### config.mk
export PLATFORM = sky130hd
export DESIGN_NAME = fpmq_ram
export DESIGN_NICKNAME = d
export VERILOG_FILES = /design/src/hdl/fpmq_ram.sv
export SDC_FILE = /design/constraint.sdc
export NUM_CORES = 1
export LEC_CHECK = 0
export ABC_AREA = 0
export ABC_CLOCK_PERIOD_IN_PS = 3900
export BUFFER_PORTS_ARGS = -buffer_cell sky130_fd_sc_hd__buf_2
export CORE_AREA = 5 5 151 153
export DETAILED_ROUTE_END_ITERATION = 10
export DIE_AREA = 0 0 156 158
export GPL_TIMING_DRIVEN = 1
export PLACE_DENSITY = 0.48
export REMOVE_ABC_BUFFERS = 1
export SLEW_MARGIN = 20
export SYNTH_ARGS = -nofsm -noshare
export SYNTH_HDL_FRONTEND = slang
export SYNTH_SLANG_ARGS = --single-unit
### constraint.sdc
create_clock -name clock -period 3.9 [get_ports clock]
set_input_delay 0.195 -clock clock [delete_from_list [all_inputs] [get_ports clock]]
set_output_delay 0.195 -clock clock [all_outputs]
set_load 0.1 [all_outputs]
### src/hdl/fpmq_ram.sv
// Generic single-clock RAM: one write port, one read port, registered read.
// No dependencies.
`default_nettype none

module fpmq_ram #(
   parameter int WIDTH = 8,
   parameter int DEPTH = 16
) (
   input  wire logic                     clock,
   input  wire logic                     wr_en,
   input  wire logic [$clog2(DEPTH)-1:0] wr_addr,
   input  wire logic [WIDTH-1:0]         wr_data,
   input  wire logic                     rd_en,
   input  wire logic [$clog2(DEPTH)-1:0] rd_addr,
   output      logic [WIDTH-1:0]         rd_data
);

   logic [WIDTH-1:0] mem_ff [DEPTH];
   logic [WIDTH-1:0] rd_data_ff;

   always_ff @(posedge clock) begin
      if (wr_en) begin
         mem_ff[wr_addr] <= wr_data;
      end
      if (rd_en) begin
         rd_data_ff <= mem_ff[rd_addr];
      end
   end

   assign rd_data = rd_data_ff;

endmodule : fpmq_ram

`default_nettype wire

# [Word level (Yosys, flattened, before mapping)]
# Memories as Yosys holds them, arrays and structs flattened. A register that Yosys moved wholly into a read port is not among the register bits.
# Index checks and enable logic that the tools add are counted.
[totals] register_bits=0 ram_bits=128 output_inout_bits=8 latchBits=0 mem_bits_ro=0 memories=1 elab_cells=3 input_bits=19
[memory_table] memory="mem_ff" words=16 width=8 rd=1 rd_clocked_by_memory_dff=1 write_ports=1 line_no="18" text="logic [WIDTH-1:0] mem_ff [DEPTH];"
[classes] add_sub_neg=0 n_bitwise=0 multipliers=0 n_lt_le_gt_ge=0 shifts=0 div=0 reduce_logical=0 muxes=2 eq_ne=0
[op_table] op="$mux W1" count=2

# [Longest topological paths before layout]
# Gate-level depths: netlist of run 1.
[depth] ltp_word=2 ltp_mapped=5

# [Worst setup path before layout of run 1]
# OpenSTA, ideal clock, no wires.
[synth_timing] kind="input to register" startpoint="input port wr_addr[2]" endpoint="memory mem_ff[0][0], enable pin" stages=2 t_required_ns=3.517 setup_time_ns=0.383 setup_slack_ns=2.212 t_arrival_ns=1.305 path_buffers=0 cell_sequence="or3b_2 -> nor3_1"
[synth_rtl] item="start: declaration" line_no="11" text="input wire logic [$clog2(DEPTH)-1:0] wr_addr,"
[synth_rtl] item="end: declaration" line_no="18"
# No word-level cell before the write port.

==> run_summary.xml, run 1 <==
<?xml version="1.0" encoding="UTF-8"?>
<metrics>
  <group name="outcome">
    <metric name="result_of_the_run" unit="">completed</metric>
  </group>
  <group name="drt">
    <metric name="wl_per_cell" unit="µm">19.7</metric>
    <metric name="vias_per_cell" unit="">4.23</metric>
    <metric name="drt_pre_antenna_iters" unit="">4</metric>
    <metric name="drt.antenna.violating_nets" unit="">0</metric>
    <metric name="drc" unit="">0</metric>
    <metric name="wirelength" unit="µm">11000</metric>
    <metric name="detail_route.iter0.violations" unit="">236</metric>
    <metric name="detailroute.via_count" unit="">2367</metric>
  </group>
  <group name="synthesis">
    <metric name="syn_area_per_cell" unit="µm²">22.8</metric>
    <metric name="synth_common_cells" unit="">136 x sky130_fd_sc_hd__edfxtp_1, 18 x sky130_fd_sc_hd__mux4_2, 16 x sky130_fd_sc_hd__a22oi_1</metric>
    <metric name="ys.warnings.count" unit="">0</metric>
    <metric name="ys_seq_area_frac" unit="">0.781</metric>
    <metric name="synth.cell_area" unit="mm²">0.00523</metric>
    <metric name="post-synth-top-count-cell" unit="">sky130_fd_sc_hd__edfxtp_1</metric>
    <metric name="synth.lib_cells_used.distinct" unit="">18</metric>
    <metric name="netlist.top_cell.by_area" unit="">sky130_fd_sc_hd__edfxtp_1</metric>
    <metric name="synth_seq_cells" unit="">136</metric>
    <metric name="synthArstFlopShare" unit="">0</metric>
    <metric name="synth_ff_type" unit="">sky130_fd_sc_hd__edfxtp_1</metric>
    <metric name="netlist.area_leader.share" unit="">0.781</metric>
    <metric name="synth.top_cells.by_area" unit="">sky130_fd_sc_hd__edfxtp_1 78%, sky130_fd_sc_hd__mux4_2 7.8%, sky130_fd_sc_hd__mux4_1 7.0%, sky130_fd_sc_hd__a22oi_1 2.3%, sky130_fd_sc_hd__nor2_1 0.93%</metric>
    <metric name="synth-edff-count" unit="">136</metric>
    <metric name="netlist_instances" unit="">229</metric>
  </group>
  <group name="setup_path">
    <metric name="arrival" unit="ps">2060</metric>
    <metric name="setup.worst_path.class" unit="">primary input to flip-flop</metric>
    <metric name="cpMaxStageDelayCell" unit="">sky130_fd_sc_hd__buf_2</metric>
    <metric name="delay_of_the_slowest_cell_on_the_worst_path" unit="ps">700</metric>
    <metric name="crit_path_cell_trace" unit="">buf_2, buf_4, mux4_1, a22oi_1, nand2_1</metric>
    <metric name="worstPathRequired" unit="ps">4050</metric>
    <metric name="cp-end-kind" unit="">flip-flop</metric>
    <metric name="worstPathMaxFanout" unit="">27</metric>
    <metric name="cp-start-kind" unit="">primary input</metric>
  </group>
  <group name="global_route">
    <metric name="grt_util_all_layers" unit="">0.0965</metric>
    <metric name="grt_pass1_wl" unit="µm">16600</metric>
    <metric name="maximum_number_of_pins_on_one_net_before_global_route_repair" unit="">33</metric>
    <metric name="grt.overflow.total" unit="">0</metric>
    <metric name="grt_pass1_vias" unit="">2515</metric>
    <metric name="grt_antenna_before_repair" unit="">0</metric>
  </group>
  <group name="finish">
    <metric name="antenna_diode_count" unit="">0</metric>
    <metric name="filler_cell_count" unit="">2077</metric>
    <metric name="finish.net_count" unit="">285</metric>
    <metric name="proportion_of_layout_cells_with_a_drive_suffix_above_1" unit="">0.265</metric>
    <metric name="seq_area" unit="mm²">0.00408</metric>
    <metric name="final_std_cell_area_no_fill" unit="mm²">0.00624</metric>
    <metric name="multi_input_comb_area" unit="mm²">0.00107</metric>
    <metric name="area_growth_syn_to_layout" unit="%">19.5</metric>
  </group>
  <group name="sta">
    <metric name="setup_violations" unit="">0</metric>
    <metric name="layout_min_cycle_time" unit="ps">1910</metric>
    <metric name="hold_viol" unit="">0</metric>
    <metric name="fin_crit_sh" unit="">0.489</metric>
    <metric name="setup_repair_after_global_routing_missed_its_margin" unit="">false</metric>
    <metric name="timing_worst_slew_pin_value" unit="ps">1030</metric>
    <metric name="maximum_clock_skew_at_final_layout" unit="ps">16.8</metric>
    <metric name="fmax" unit="MHz">525</metric>
    <metric name="maxSlewHeadroom" unit="">0.310</metric>
    <metric name="tns" unit="ps">0</metric>
    <metric name="drv_slew" unit="">0</metric>
  </group>
  <group name="cts">
    <metric name="cts_hold_repair.buffers" unit="">0</metric>
    <metric name="h-tree-depth" unit="">4</metric>
    <metric name="max-clock-path-buffers" unit="">2</metric>
    <metric name="tritoncts.num_buffers" unit="">17</metric>
    <metric name="clock_sink_count" unit="">136</metric>
    <metric name="clockRootBuffer" unit="">sky130_fd_sc_hd__clkbuf_16</metric>
    <metric name="cts_post_setup_buffers_inserted" unit="">0</metric>
    <metric name="post_cts.resized_instances" unit="">0</metric>
    <metric name="clk_pin_slew" unit="ps">50</metric>
    <metric name="cts_tree" unit="">yes</metric>
    <metric name="clkLatencyLatePin" unit="ps">420</metric>
  </group>
  <group name="floorplanning">
    <metric name="die_height" unit="µm">158</metric>
    <metric name="std_cell_rows" unit="">54</metric>
    <metric name="initial_utilization" unit="">0.244</metric>
    <metric name="die_width" unit="µm">156</metric>
    <metric name="die-area" unit="mm²">0.0246</metric>
    <metric name="core_box_area" unit="mm²">0.0214</metric>
    <metric name="i_o_pins" unit="">27</metric>
  </group>
  <group name="placement">
    <metric name="placedInstanceArea" unit="mm²">0.00565</metric>
    <metric name="place_hpwl" unit="µm">6980</metric>
    <metric name="port_buffers" unit="">26</metric>
    <metric name="gp_congestion" unit="">0.669</metric>
  </group>
  <group name="power">
    <metric name="p_per_area" unit="mW/mm²">554</metric>
    <metric name="power_leakage" unit="nW">2.01</metric>
    <metric name="irDropWorstVdd" unit="mV">0.331</metric>
  </group>
  <group name="hold_path">
    <metric name="hold_path.class" unit="">primary input to flip-flop</metric>
  </group>
  <group name="flow_run">
    <metric name="max_cap_viol_count" unit="">0</metric>
  </group>
</metrics>
-- cell usage in the layout, fill, tap and decap left out --
cell type / netlist / layout
sky130_fd_sc_hd__edfxtp_1: 136 / 136
sky130_fd_sc_hd__buf_2: 3 / 26
sky130_fd_sc_hd__mux4_2: 18 / 18
sky130_fd_sc_hd__clkbuf_16: 0 / 17
sky130_fd_sc_hd__a22oi_1: 16 / 16
sky130_fd_sc_hd__mux4_1: 14 / 14
sky130_fd_sc_hd__nor2_1: 13 / 13
sky130_fd_sc_hd__nand2_1: 9 / 9
sky130_fd_sc_hd__clkinv_1: 0 / 5
sky130_fd_sc_hd__bufinv_16: 0 / 4
sky130_fd_sc_hd__nor3_2: 0 / 3
sky130_fd_sc_hd__clkbuf_1: 0 / 3
sky130_fd_sc_hd__nand3b_1: 2 / 2
sky130_fd_sc_hd__nand2b_1: 2 / 2
sky130_fd_sc_hd__clkinv_2: 0 / 2
sky130_fd_sc_hd__buf_4: 1 / 2
sky130_fd_sc_hd__nor2b_1: 1 / 1
sky130_fd_sc_hd__and2_1: 1 / 1
sky130_fd_sc_hd__and2b_1: 1 / 1
sky130_fd_sc_hd__nor3_1: 4 / 1
sky130_fd_sc_hd__nand3_1: 1 / 1
sky130_fd_sc_hd__or3b_2: 1 / 1
sky130_fd_sc_hd__clkinvlp_4: 0 / 1
-- registers in the layout, indices dropped and copies added, names as in the netlist --
| name | count |
|---|---|
| mem_ff | 128 |
| rd_data | 8 |
-- cell families after synthesis --
logic type / after synthesis / synth area share
simple gates: 35 / 0.0314
compound gates: 16 / 0.0230
mux: 32 / 0.148
flops: 136 / 0.781
buf+inv: 10 / 0.0165
-- power by group --
| group | total, mW | switching, mW | internal [mW] |
|---|---|---|---|
| Sequential | 1.66 | 0.00875 | 1.65 |
| Combinational | 0.197 | 0.139 | 0.0577 |
| Clock | 1.61 | 0.551 | 1.05 |
| Total | 3.46 | 0.699 | 2.76 |
-- through the flow --
stage / hold slack (ps) / instances / util / setup WS [ps] / power, mW
final: 159 / 559 / 0.292 / 1990 / 3.46
after global routing: 147 / 559 / 0.292 / 1800 / 3.58
after CTS: 143 / 559 / 0.292 / 1910 / 3.50
after detailed placement: 588 / 527 / 0.264 / 1460 / 1.89
after global placement: 587 / 527 / 0.264 / 1470 / 1.89
after floorplan: 294 / 219 / - / 2210 / 1.80
-- worst max-delay path: cells and delay by family --
kind / cells / cell delay, ps
buffers and inverters: 2 / 1000
multiplexers: 1 / 570
AO/OA/AOI/OAI: 1 / 200
AND/OR/NAND/NOR: 1 / 70
-- metal layers --
metal / vias up / share of wire / track usage
met1: 1254 / 0.46 / 0.127
met2: 53 / 0.48 / 0.146
met4: 0 / 0.011 / 0.0375
li1: 1052 / - / -
met3: 8 / 0.045 / 0.0342
met5: - / 0 / 0
-- cell type report --
cell class                      count  area share
Sequential cell                   136       0.654
Clock inverter                     12      0.0250
Clock buffer                       20      0.0699
Multi-Input combinational cell     83       0.172
Tap cell                          280      0.0561
Timing Repair Buffer               28      0.0232
-- worst paths after layout --
check	startpoint	end	slack, ps	depth (start not counted)
max reg2reg	mem_ff[6][4]	rd_data[4]	2290	3
min	rd_en	rd_data[2]	160	1
min reg2reg	mem_ff[5][2]	rd_data[2]	760	3
max	rd_addr[0]	rd_data[5]	1990	5
No activity file was read; power rests on OpenSTA's default activity.
==> inputs of run 2 (changes only) <==
- ABC_CLOCK_PERIOD_IN_PS: 3900 -> 1650
- PLACE_DENSITY: 0.48 -> 0.49
- clock period: 3.9 -> 1.65 ns (I/O delays scaled with it)
==> run 2 against run 1 <==
Compared with the run above:
- largest cell class unchanged
- via count up 5.4%
- sequential share of layout area down 2.3 points
- final area is 3.6% higher
- setup slack worse by 1900 ps
- flip-flop and latch count unchanged
- total power grew 130%
- utilization rose by 1.0 points
- combinational power rose to 2.5 times the previous value
- count of clock-buffer cells in the layout is 2 lower
==> run_summary.xml, run 2 (synthesized netlist as in run 1, its figures left out) <==
<?xml version="1.0" encoding="UTF-8"?>
<metrics>
  <group name="outcome">
    <metric name="result_of_the_run" unit="">completed</metric>
  </group>
  <group name="power">
    <metric name="irDropWorstVdd" unit="mV">0.659</metric>
    <metric name="power_leakage" unit="nW">2.15</metric>
    <metric name="p_per_area" unit="mW/mm²">1250</metric>
  </group>
  <group name="setup_path">
    <metric name="arrival" unit="ps">1710</metric>
    <metric name="reg2regPathDepth" unit="">3</metric>
    <metric name="cp-end-kind" unit="">flip-flop</metric>
    <metric name="cp-start-kind" unit="">flip-flop</metric>
    <metric name="regToRegSetupSlack" unit="ps">90</metric>
    <metric name="rr_endpoint" unit="">rd_data[4]</metric>
    <metric name="beginning_of_the_worst_register_to_register_path" unit="">mem_ff[9][4]</metric>
    <metric name="worstPathRequired" unit="ps">1800</metric>
    <metric name="worstPathMaxFanout" unit="">1</metric>
    <metric name="setup.worst_path.class" unit="">flip-flop to flip-flop</metric>
  </group>
  <group name="cts">
    <metric name="post_cts.resized_instances" unit="">0</metric>
    <metric name="h-tree-depth" unit="">4</metric>
    <metric name="clkLatencyLatePin" unit="ps">410</metric>
    <metric name="cts_post_setup_buffers_inserted" unit="">0</metric>
    <metric name="max-clock-path-buffers" unit="">2</metric>
    <metric name="cts_hold_repair.buffers" unit="">0</metric>
    <metric name="clock_sink_count" unit="">136</metric>
    <metric name="clk_pin_slew" unit="ps">60</metric>
    <metric name="cts_tree" unit="">yes</metric>
    <metric name="tritoncts.num_buffers" unit="">17</metric>
    <metric name="clockRootBuffer" unit="">sky130_fd_sc_hd__clkbuf_16</metric>
  </group>
  <group name="flow_run">
    <metric name="max_cap_viol_count" unit="">0</metric>
  </group>
  <group name="sta">
    <metric name="setup_repair_after_global_routing_missed_its_margin" unit="">false</metric>
    <metric name="fmax" unit="MHz">640</metric>
    <metric name="hold_viol" unit="">0</metric>
    <metric name="layout_min_cycle_time" unit="ps">1560</metric>
    <metric name="maximum_clock_skew_at_final_layout" unit="ps">7.08</metric>
    <metric name="timing_worst_slew_pin_value" unit="ps">497</metric>
    <metric name="tns" unit="ps">0</metric>
    <metric name="fin_crit_sh" unit="">0.947</metric>
    <metric name="drv_slew" unit="">0</metric>
    <metric name="setup_violations" unit="">0</metric>
    <metric name="maxSlewHeadroom" unit="">0.671</metric>
  </group>
  <group name="finish">
    <metric name="final_core_util" unit="">0.302</metric>
    <metric name="commonest_cells_after_routing_fill_and_taps_aside" unit="">136 x sky130_fd_sc_hd__edfxtp_1, 26 x sky130_fd_sc_hd__buf_2, 24 x sky130_fd_sc_hd__buf_4</metric>
    <metric name="layout.cells.most_common" unit="">sky130_fd_sc_hd__edfxtp_1</metric>
    <metric name="finish.net_count" unit="">311</metric>
    <metric name="antenna_diode_count" unit="">0</metric>
    <metric name="filler_cell_count" unit="">2060</metric>
    <metric name="area_growth_syn_to_layout" unit="%">23.7</metric>
    <metric name="max_flop_register" unit="">mem_ff</metric>
    <metric name="proportion_of_layout_cells_with_a_drive_suffix_above_1" unit="">0.334</metric>
    <metric name="largest_register_ff_count" unit="">128</metric>
  </group>
  <group name="hold_path">
    <metric name="hold_path.class" unit="">primary input to flip-flop</metric>
    <metric name="hold_depth" unit="">1</metric>
    <metric name="min_from" unit="">wr_data[5]</metric>
    <metric name="min_delay_worst_endpoint" unit="">mem_ff[1][5]</metric>
  </group>
  <group name="floorplanning">
    <metric name="core_box_area" unit="mm²">0.0214</metric>
    <metric name="die-area" unit="mm²">0.0246</metric>
    <metric name="die_height" unit="µm">158</metric>
    <metric name="i_o_pins" unit="">27</metric>
    <metric name="die_width" unit="µm">156</metric>
    <metric name="std_cell_rows" unit="">54</metric>
    <metric name="initial_utilization" unit="">0.244</metric>
  </group>
  <group name="global_route">
    <metric name="grt_util_all_layers" unit="">0.0956</metric>
    <metric name="grt_antenna_before_repair" unit="">2</metric>
    <metric name="grt_pass1_vias" unit="">2666</metric>
    <metric name="grt_pass1_wl" unit="µm">16600</metric>
    <metric name="grt.overflow.total" unit="">0</metric>
    <metric name="maximum_number_of_pins_on_one_net_before_global_route_repair" unit="">33</metric>
  </group>
  <group name="drt">
    <metric name="vias_per_cell" unit="">4.26</metric>
    <metric name="wl_per_cell" unit="µm">18.6</metric>
    <metric name="drt.antenna.violating_nets" unit="">0</metric>
    <metric name="wirelength" unit="µm">10900</metric>
    <metric name="detail_route.iter0.violations" unit="">123</metric>
    <metric name="drt_pre_antenna_iters" unit="">4</metric>
    <metric name="drc" unit="">0</metric>
    <metric name="detailroute.via_count" unit="">2494</metric>
  </group>
  <group name="placement">
    <metric name="port_buffers" unit="">26</metric>
    <metric name="gp_congestion" unit="">0.678</metric>
    <metric name="place_hpwl" unit="µm">7150</metric>
  </group>
</metrics>
[run 2: critical path: stages (launching register included)]
cell and delay (ps):
sky130_fd_sc_hd__edfxtp_1 360, sky130_fd_sc_hd__mux4_1 540, sky130_fd_sc_hd__a22oi_1 300, sky130_fd_sc_hd__nand2_1 110
[run 2: how the worst max path moves through the flow]
stage                        from            to  slack [ps]  cells past startpoint
detailed placement     rd_addr[0]    rd_data[4]         -40                      5
CTS                  mem_ff[9][4]    rd_data[4]          60                      3
global route        mem_ff[10][4]    rd_data[4]          30                      3
floorplan              wr_addr[2]  mem_ff[0][0]          70                      2
global placement       rd_addr[0]    rd_data[1]          -5                      6
finish               mem_ff[9][4]    rd_data[4]          90                      3
[run 2: where the power goes]
part / switching [mW] / internal (mW)
Clock: 1.34 / 2.35
Combinational: 0.327 / 0.172
Sequential: 0.0229 / 3.89
[run 2: final cells by class]
class                           instances  area, µm²  area share
Clock inverter                         14        158      0.0244
Sequential cell                       136       4080       0.631
Multi-Input combinational cell         83       1060       0.163
Timing Repair Buffer                   54        390      0.0603
Tap cell                              280        350      0.0542
Clock buffer                           18        429      0.0663
[run 2: per-stage QoR]
stage	power, mW	instances	hold slack [ps]	setup slack (ps)	cell area, µm²
2_1_floorplan	4.26	219	181	74.6	5140
3_3_place_gp	4.49	553	472	-5.35	5880
6_report	8.11	585	56.1	86.6	6470
5_1_grt	8.40	585	35.0	34.7	6470
3_5_place_dp	4.50	553	482	-38.4	5880
4_1_cts	8.21	585	35.3	58.5	6470
[run 2: metal layers]
| layer | up-vias | GRT usage | part of all wire |
|---|---|---|---|
| li1 | 1111 | - | - |
| met1 | 1308 | 0.124 | 0.44 |
| met2 | 53 | 0.147 | 0.48 |
| met3 | 18 | 0.0366 | 0.062 |
| met4 | 4 | 0.0350 | 0.013 |
| met5 | - | 0 | 0.0019 |
